## config.mk

```make
export PLATFORM = sky130hd
export DESIGN_NAME = integer_to_radix_ascii
export DESIGN_NICKNAME = d
export VERILOG_FILES = /design/src/rtl/itra_pkg.sv /design/src/rtl/itra_seq.sv /design/src/rtl/itra_dpath.sv /design/src/rtl/integer_to_radix_ascii.sv
export SDC_FILE = /design/constraint.sdc
export NUM_CORES = 1
export LEC_CHECK = 0
export ABC_AREA = 1
export BUFFER_PORTS_ARGS = -buffer_cell sky130_fd_sc_hd__buf_4
export CELL_PAD_IN_SITES_DETAIL_PLACEMENT = 1
export CELL_PAD_IN_SITES_GLOBAL_PLACEMENT = 1
export CORE_MARGIN = 5
export CORE_UTILIZATION = 52
export CTS_BUF_LIST = sky130_fd_sc_hd__clkbuf_16
export DETAILED_ROUTE_END_ITERATION = 7
export PLACE_DENSITY = 0.82
export RECOVER_POWER = 50
export SKIP_CTS_REPAIR_TIMING = 1
export SYNTH_ARGS = -nofsm -noshare
export SYNTH_HDL_FRONTEND = slang
export SYNTH_HIERARCHICAL = 1
export SYNTH_SLANG_ARGS = --single-unit
```

## constraint.sdc

```tcl
create_clock -name clk -period 3.7 [get_ports clk]
set_clock_uncertainty 0.15 [all_clocks]
set_input_delay 1.11 -clock clk [delete_from_list [all_inputs] [get_ports clk]]
set_output_delay 1.11 -clock clk [all_outputs]
set_load 0.02 [all_outputs]
```

## src/rtl/itra_pkg.sv

```systemverilog
package itra_pkg;

  localparam int unsigned PC_W = 3;

  localparam logic [6:0] CHAR_ZERO = 7'd48;
  localparam logic [6:0] CHAR_A = 7'd97;
  localparam logic [5:0] DECIMAL_DIGITS = 6'd10;
  localparam logic [5:0] RADIX_MIN = 6'd2;
  localparam logic [5:0] RADIX_MAX = 6'd36;
  localparam logic [5:0] RADIX_RESET = 6'd16;

  typedef enum logic [2:0] {
    JMP_NONE,
    JMP_ALWAYS,
    JMP_START_LOW,
    JMP_BIT_NZ,
    JMP_QUOT_NZ,
    JMP_MORE
  } jmp_cond_t;

  typedef enum logic [PC_W-1:0] {
    STEP_IDLE     = 3'd0,
    STEP_DIV_INIT = 3'd1,
    STEP_DIV_BIT  = 3'd2,
    STEP_STORE    = 3'd3,
    STEP_RD_INIT  = 3'd4,
    STEP_RD_FIRST = 3'd5,
    STEP_EMIT     = 3'd6,
    STEP_DONE     = 3'd7
  } step_t;

  typedef struct packed {
    logic      ld_value;
    logic      div_init;
    logic      div_step;
    logic      store;
    logic      rd_init;
    logic      rd_issue;
    logic      emit;
    jmp_cond_t cond;
    step_t     target;
  } ctl_word_t;

  typedef struct packed {
    logic start_low;
    logic bit_nz;
    logic quot_nz;
    logic more;
  } status_t;

  function automatic ctl_word_t itra_rom(input step_t pc);
    ctl_word_t w;
    w = '{default: '0, cond: JMP_NONE, target: STEP_IDLE};
    unique case (pc)
      STEP_IDLE: begin
        w.ld_value = 1'b1;
        w.cond = JMP_START_LOW;
        w.target = STEP_IDLE;
      end
      STEP_DIV_INIT: begin
        w.div_init = 1'b1;
      end
      STEP_DIV_BIT: begin
        w.div_step = 1'b1;
        w.cond = JMP_BIT_NZ;
        w.target = STEP_DIV_BIT;
      end
      STEP_STORE: begin
        w.store = 1'b1;
        w.cond = JMP_QUOT_NZ;
        w.target = STEP_DIV_INIT;
      end
      STEP_RD_INIT: begin
        w.rd_init = 1'b1;
      end
      STEP_RD_FIRST: begin
        w.rd_issue = 1'b1;
      end
      STEP_EMIT: begin
        w.emit = 1'b1;
        w.rd_issue = 1'b1;
        w.cond = JMP_MORE;
        w.target = STEP_EMIT;
      end
      STEP_DONE: begin
        w.cond = JMP_ALWAYS;
        w.target = STEP_IDLE;
      end
      default: begin
        w.cond = JMP_ALWAYS;
        w.target = STEP_IDLE;
      end
    endcase
    return w;
  endfunction

  function automatic logic [6:0] digit_to_ascii(input logic [5:0] d);
    if (d < DECIMAL_DIGITS) begin
      return CHAR_ZERO + {1'b0, d};
    end
    return CHAR_A + {1'b0, d - DECIMAL_DIGITS};
  endfunction

endpackage

```

## src/rtl/itra_seq.sv

```systemverilog
module itra_seq (
  input  logic                clk,
  input  logic                rst,
  input  itra_pkg::status_t   status,
  output itra_pkg::ctl_word_t ctl,
  output logic                busy
);

  itra_pkg::step_t pc;
  itra_pkg::step_t pc_next;
  logic            take;

  assign ctl = itra_pkg::itra_rom(pc);
  assign busy = (pc != itra_pkg::STEP_IDLE);

  always_comb begin
    unique case (ctl.cond)
      itra_pkg::JMP_NONE:      take = 1'b0;
      itra_pkg::JMP_ALWAYS:    take = 1'b1;
      itra_pkg::JMP_START_LOW: take = status.start_low;
      itra_pkg::JMP_BIT_NZ:    take = status.bit_nz;
      itra_pkg::JMP_QUOT_NZ:   take = status.quot_nz;
      itra_pkg::JMP_MORE:      take = status.more;
      default:                 take = 1'b1;
    endcase
    if (take) begin
      pc_next = ctl.target;
    end else begin
      pc_next = itra_pkg::step_t'(pc + itra_pkg::PC_W'(1));
    end
  end

  always_ff @(posedge clk) begin
    if (rst) begin
      pc <= itra_pkg::STEP_IDLE;
    end else begin
      pc <= pc_next;
    end
  end

endmodule

```

## src/rtl/itra_dpath.sv

```systemverilog
module itra_dpath #(
  parameter int unsigned VALUE_BITS = 31,
  parameter int unsigned MAX_DIGITS = 32
) (
  input  logic                  clk,
  input  logic                  rst,
  input  itra_pkg::ctl_word_t   ctl,
  input  logic                  start,
  input  logic [VALUE_BITS-1:0] value,
  input  logic [5:0]            radix,
  output itra_pkg::status_t     status,
  output logic                  strobe,
  output logic [6:0]            digit_char,
  output logic                  last
);

  localparam int unsigned BW = $clog2(VALUE_BITS);
  localparam int unsigned AW = $clog2(MAX_DIGITS);
  localparam int unsigned KW = $clog2(MAX_DIGITS + 1);
  localparam logic [AW-1:0] PTR_TOP = AW'(MAX_DIGITS - 1);

  logic [VALUE_BITS-1:0] quotient;
  logic [5:0]            rem;
  logic [BW-1:0]         bit_cnt;
  logic [AW-1:0]         wr_ptr;
  logic [AW-1:0]         rd_ptr;
  logic [KW-1:0]         digit_count;
  logic [KW-1:0]         left;
  logic [5:0]            rd_data;
  logic [5:0]            digit_store [MAX_DIGITS];

  logic [6:0] trial;
  logic       fits;

  // one restoring division bit: shift the quotient register's top bit into the remainder
  assign trial = {rem, quotient[VALUE_BITS-1]};
  assign fits = (trial >= {1'b0, radix});

  assign status.start_low = !start;
  assign status.bit_nz = (bit_cnt != '0);
  assign status.quot_nz = (quotient != '0);
  assign status.more = (left != KW'(1));

  assign strobe = ctl.emit;
  assign digit_char = itra_pkg::digit_to_ascii(rd_data);
  assign last = (left == KW'(1));

  always_ff @(posedge clk) begin
    if (rst) begin
      quotient <= '0;
      digit_count <= '0;
      wr_ptr <= '0;
      rd_ptr <= '0;
      left <= '0;
      bit_cnt <= '0;
    end else begin
      if (ctl.ld_value && start) begin
        quotient <= value;
        digit_count <= '0;
        wr_ptr <= '0;
      end
      if (ctl.div_init) begin
        bit_cnt <= BW'(VALUE_BITS - 1);
      end
      if (ctl.div_step) begin
        quotient <= {quotient[VALUE_BITS-2:0], fits};
        bit_cnt <= bit_cnt - BW'(1);
      end
      if (ctl.store) begin
        // wrap the write pointer: a full store drops its oldest entry
        wr_ptr <= (wr_ptr == PTR_TOP) ? '0 : wr_ptr + AW'(1);
        if (digit_count != KW'(MAX_DIGITS)) begin
          digit_count <= digit_count + KW'(1);
        end
      end
      if (ctl.rd_init) begin
        rd_ptr <= (wr_ptr == '0) ? PTR_TOP : wr_ptr - AW'(1);
        left <= digit_count;
      end
      if (ctl.rd_issue) begin
        rd_ptr <= (rd_ptr == '0) ? PTR_TOP : rd_ptr - AW'(1);
      end
      if (ctl.emit) begin
        left <= left - KW'(1);
      end
    end
  end

  always_ff @(posedge clk) begin
    if (ctl.div_init) begin
      rem <= '0;
    end else if (ctl.div_step) begin
      rem <= fits ? 6'(trial - {1'b0, radix}) : trial[5:0];
    end
  end

  always_ff @(posedge clk) begin
    if (ctl.store) begin
      digit_store[wr_ptr] <= rem;
    end
    if (ctl.rd_issue) begin
      rd_data <= digit_store[rd_ptr];
    end
  end

endmodule

```

## src/rtl/integer_to_radix_ascii.sv

```systemverilog
// Converts one non-negative integer to ASCII digits in the radix held in the
// out_base register ('0'-'9', then 'a'-'z'), most significant digit first.
// Raise start with value while busy is low; that beat is taken and busy stays
// high until the last character has gone out. Each character appears for one
// cycle with strobe high, and the final one carries last. The receiver cannot
// stall: capture every strobe beat. A zero value yields the single digit '0'.
// The restoring divider yields one quotient bit per cycle for each digit, and
// the readout sends one digit per cycle. out_base values below 2 act as radix
// 2 and above 36 as radix 36. cfg_ready is always high; write out_base only
// while busy is low.
module integer_to_radix_ascii #(
  parameter int unsigned VALUE_BITS = 31,
  parameter int unsigned MAX_DIGITS = 32
) (
  input  logic                  clk,
  input  logic                  rst,
  input  logic                  start,
  output logic                  busy,
  input  logic [VALUE_BITS-1:0] value,
  output logic                  strobe,
  output logic [6:0]            digit_char,
  output logic                  last,
  input  logic                  cfg_valid,
  output logic                  cfg_ready,
  input  logic [5:0]            cfg_data
);

  logic [5:0] out_base;
  logic [5:0] radix;

  itra_pkg::ctl_word_t ctl;
  itra_pkg::status_t   status;

  assign cfg_ready = 1'b1;

  // hold the register; clamp it to the legal radix range on use
  always_ff @(posedge clk) begin
    if (rst) begin
      out_base <= itra_pkg::RADIX_RESET;
    end else if (cfg_valid && cfg_ready) begin
      out_base <= cfg_data;
    end
  end

  always_comb begin
    if (out_base < itra_pkg::RADIX_MIN) begin
      radix = itra_pkg::RADIX_MIN;
    end else if (out_base > itra_pkg::RADIX_MAX) begin
      radix = itra_pkg::RADIX_MAX;
    end else begin
      radix = out_base;
    end
  end

  // microprogram: step counter plus control-word table with jumps
  itra_seq u_seq (
    .clk    (clk),
    .rst    (rst),
    .status (status),
    .ctl    (ctl),
    .busy   (busy)
  );

  // divider, digit store and readout pointers
  itra_dpath #(
    .VALUE_BITS (VALUE_BITS),
    .MAX_DIGITS (MAX_DIGITS)
  ) u_dpath (
    .clk        (clk),
    .rst        (rst),
    .ctl        (ctl),
    .start      (start),
    .value      (value),
    .radix      (radix),
    .status     (status),
    .strobe     (strobe),
    .digit_char (digit_char),
    .last       (last)
  );

endmodule
```

# Word level (Yosys, flattened, before mapping)
# Memories as Yosys holds them, arrays and structs flattened. A register that Yosys moved wholly into a read port is not among the register bits.
# Index checks and enable logic that the tools add are counted.
word_totals:
  ff_bits: 73
  mem_bits_rw: 192
  out_inout_bits: 11
  wordCells: 89
  n_memories: 1
op_classes:
  addsub: 11
  order_cmp: 4
  eq_ne: 15
  muxes: 34
  reduce_logical: 15
memory_table:
  columns: ["name", "depth", "word_bits", "read_ports", "rd_clocked_by_memory_dff", "write_ports", "line", "source"]
  rows:
  - ["u_dpath.digit_store", 32, 6, 1, 1, 1, "itra_dpath.sv:30", "logic [5:0] digit_store [MAX_DIGITS];"]
ops:
  columns: ["cell", "count"]
  rows:
  - ["$mux 31", 2]
  - ["$mux 6", 8]
  - ["$mux 5", 9]
  - ["$reduce_bool 31->1", 1]
  - ["$pmux 6 s5", 1]
  - ["$eq 3x3->1 const B", 6]
  - ["$sub 5x1->5 const B", 3]
  - ["$mux 7", 2]
  - ["$eq 3x2->1 const B", 4]
  - ["$logic_not 5->1", 2]
  - ["$mux 1", 10]
  - ["$reduce_bool 2->1", 5]
  - ["$add 6x6->7 const A", 1]
  - ["$add 7x6->7 const A", 1]
  - ["$ge 7x6->1", 1]
  - ["$add 6x1->6 const B", 1]
  - ["$eq 6x1->1 const B", 1]
  - ["$gt 6x6->1 const B", 1]
  - ["$logic_not 3->1", 2]
  - ["$lt 6x2->1 const B", 1]
  - ["$lt 6x4->1 const B", 1]
  - ["$ne 6x1->1 const B", 1]
  - ["$ne 6x6->1 const B", 1]
  - ["$sub 6x1->6 const B", 1]
  - ["other kinds (13)", 13]

# Longest topological paths before layout
depth:
  word_depth: 6
  ltp_mapped: 16
  ltp_nobuf: 16

# Modules after synthesis
# Netlist, hierarchy kept.
modules_own_cells:
  columns: ["mod", "n_inst", "cells_each", "area_each_um2", "seq_area_each_um2"]
  rows:
  - ["itra_dpath", 1, 1263, 11855.1, 7226.9]
  - ["itra_seq", 1, 70, 437.9, 60.1]
  - ["integer_to_radix_ascii", 1, 44, 291.5, 120.1]

# Worst setup path before layout
# No wires, ideal clock.
synth_timing:
  path_kind: "register to output"
  from: "register u_dpath.rd_data[1], read port of u_dpath.digit_store"
  to: "output port digit_char[1]"
  arrival_ns: 1.393
  t_required_ns: 2.440
  setup_slack_ns: 1.047
  path_stages_with_launch: 7
  path_buffers: 1
  path_cell_list: "edfxtp_1 o21ai_0 inv_1 nand2_1 nand2_1 buf_2 o21ai_0"
synth_via:
  elab_chain_cells: 3
synth_rtl:
  columns: ["element", "line", "source"]
  rows:
  - ["start, declared", "itra_dpath.sv:29", "logic [5:0] rd_data;"]
  - ["$sub 6x4->6 (tied with other cells)", "itra_pkg.sv:101", "return CHAR_A + {1'b0, d - DECIMAL_DIGITS};"]
  - ["$add 7x6->7 (tied with other cells)", "itra_pkg.sv:101", null]
  - ["$mux 7 *", "itra_pkg.sv:101", null]
  - ["end, declared", "integer_to_radix_ascii.sv:21", "output logic [6:0] digit_char,"]
# Every way passes the cells marked *; elsewhere a longest branch is shown, timed or not. The select of a mux whose other input is x is not followed.

# Worst setup path after layout
layout_timing:
  from: "register u_dpath.rd_data[2], read port of u_dpath.digit_store"
  to: "output port digit_char[5]"
# The elaborated chain is that of the path after synthesis.

==> results.cfg <==
[run_status]
result_of_the_run = finished with violations
violations = max-capacitance violations, max-slew violations

[setup_path]
timing.critical_path.to_type = output pin
crit_path_max_incr_delay_ps = 390
worst-endpoint-arrival_ps = 2280
timing.critical_path.fanout_max = 3
setup.worst_path.start_class = flop
cpMaxStageDelayCell = edfxtp_1
critPathKind = reg -> out
crit_required_ps = 2440
path_cells = inv_1, ha_1, inv_1, nand2_1, nand2_1, xor2_1, nor2_1, o21ai_0, nand3_1, buf_4
crit_buf_inv = 3
cpLargestDelayFamily = simple AND/OR/NAND/NOR gates

[sta]
finalHoldViolations = 0
finalSetupViolations = 0
timing_worst_slew_pin_value_ps = 1940
max_clock_freq_ghz = 0.282
period_share = 0.957
slew_violations = 211
setup_repair_after_global_routing_missed_its_margin = no
totalNegativeSetupSlack_ps = 0
layout_min_cycle_time_ps = 3540
maxSlewHeadroom = -0.292

[global_route]
met2_usage = 0.449
globalRoute.busiestLayer = met2
grt_overflow_total = 0
grt_pass1_vias = 10500
met3_usage = 0.0360
grt_antenna_before_repair = 0
grt_util_all_layers = 0.251
grt_first_pass_wirelength_um = 54300
grt_util_met1 = 0.307
grt_start_max_net_pins = 100

[clock_tree]
h-tree-depth = 1
clkSinkCount = 271
cts_root_buffer = clkbuf_16
tritoncts = done
cts_inserted_buffers = 29
cts.reportedPaths.clkPinSlew_ps = 60
clk-insertion-delay-late_ps = 540
maximum_buffer_depth_of_the_clock_tree = 3

[placed_design]
port_buffers = 50
place_area_mm2 = 0.0131
detailed_placer_s_ending_hpwl_um = 21900
gp_congestion = 0.848

[die]
row_count = 57
initial_core_util = 0.523
fp.dieH_um = 165
fp.dieW_um = 165
core_region_area_mm2 = 0.0240
boundaryPins = 52
die_ar_mm2 = 0.0274

[synthesis]
synth_nets = 1446
syn_area_per_cell_um2 = 9.15
synthesis.yosys.warnings = 6
syn_area_mm2 = 0.0126
syn_inst = 1374

[drt]
detailedRoute.firstIterationViolations = 624
drc = 0
number_of_iterations_in_the_first_detailed_routing_pass = 5
antenna_violating_nets_post_route = 0
routedWlPerCell_um = 19.4
detailroute.via_count = 9881
drt-vias-per-instance = 5.63
routed_wl_um = 34000

[pwr]
p_leak_nw = 5.47
power_density_mw_per_mm2 = 586
vdd_ir_drop_max_mv = 0.358

[flow_run]
max_cap_violations = 6

[finish]
share_of_cells_above_drive_strength_1 = 0.0810
total_non_filler_cell_area_in_the_finished_layout_mm2 = 0.0140
syn_to_final_growth_pct = 11.1
fin_nets = 1481
antenna_cells = 0

[hold_path]
min_path_type = reg -> reg
==> worst min-delay path: cells and delay by family (launching register included) <==
family           cells  cell delay [ps]
AO/OA/AOI/OAI        1               60
flip-flops           1              310
AND/OR/NAND/NOR      1               70
==> path summary, 6_finish.rpt <==
path / from / to / slack (ps) / cells past startpoint
worst max-delay path: u_dpath/rd_data[2] / digit_char[5] / 160 / 10
worst min-delay path: u_dpath/digit_count[3] / u_dpath/digit_count[3] / 340 / 2
worst max register to register: u_dpath/rem[0] / u_dpath/rem[4] / 380 / 10
worst min register to register: u_dpath/digit_count[3] / u_dpath/digit_count[3] / 340 / 2
==> power by group <==
part,internal (W),switching (W)
Clock,0.00148,0.00117
Combinational,0.000530,0.00125
Sequential,0.00361,0.000140
Total,0.00563,0.00256
==> per-stage QoR <==
step / util / cells / setup WS [ps] / hold WS, ps / power (W)
2_1_floorplan: - / 1374 / 1050 / 291 / 0.00499
3_3_place_gp: 0.547 / 1702 / 937 / 318 / 0.00551
3_5_place_dp: 0.547 / 1702 / 809 / 334 / 0.00560
4_1_cts: 0.583 / 1756 / 93.5 / 344 / 0.00825
5_1_grt: 0.581 / 1756 / 37.5 / 368 / 0.00862
6_report: 0.581 / 1756 / 159 / 341 / 0.00818
==> layout by cell type, fill, tap and decap left out, types with 9 or more instances in the layout <==
| master | instances |
|---|---|
| o21ai_0 | 62 |
| nand3_1 | 117 |
| clkbuf_1 | 9 |
| nand4_1 | 10 |
| nor3_1 | 19 |
| clkbuf_16 | 29 |
| clkinv_1 | 14 |
| inv_1 | 93 |
| o21ai_1 | 14 |
| nor2_1 | 200 |
| ha_1 | 30 |
| edfxtp_1 | 198 |
| a31oi_1 | 25 |
| buf_4 | 60 |
| dfxtp_1 | 72 |
| a21oi_1 | 42 |
| nand2_1 | 365 |
==> layer usage <==
layer	routed length (µm)	up-vias
met2	17200	275
met4	1290	0
met5	0	-
met3	1680	78
li1	-	4680
met1	13800	4848
==> layout make-up <==
cell class / instances / area, µm²
inverters: 92 / 348
fillers: 2778 / 10100
clock inverters: 25 / 136
repair buffers: 70 / 492
clock buffers: 29 / 726
multi-input cells: 945 / 4450
flip-flops and latches: 271 / 7410
well taps: 324 / 405
==> flip-flops by register name, summed over array words and instances, names as in the netlist <==
signal / cells
u_dpath/digit_count: 6
u_dpath/rd_data: 6
u_seq/pc: 3
u_dpath/quotient: 31
u_dpath/bit_cnt: 5
u_dpath/digit_store: 192
u_dpath/wr_ptr: 5
out_base: 6
u_dpath/rd_ptr: 5
u_dpath/left: 6
u_dpath/rem: 6
Note: power is estimated with default switching activity, not from simulation.
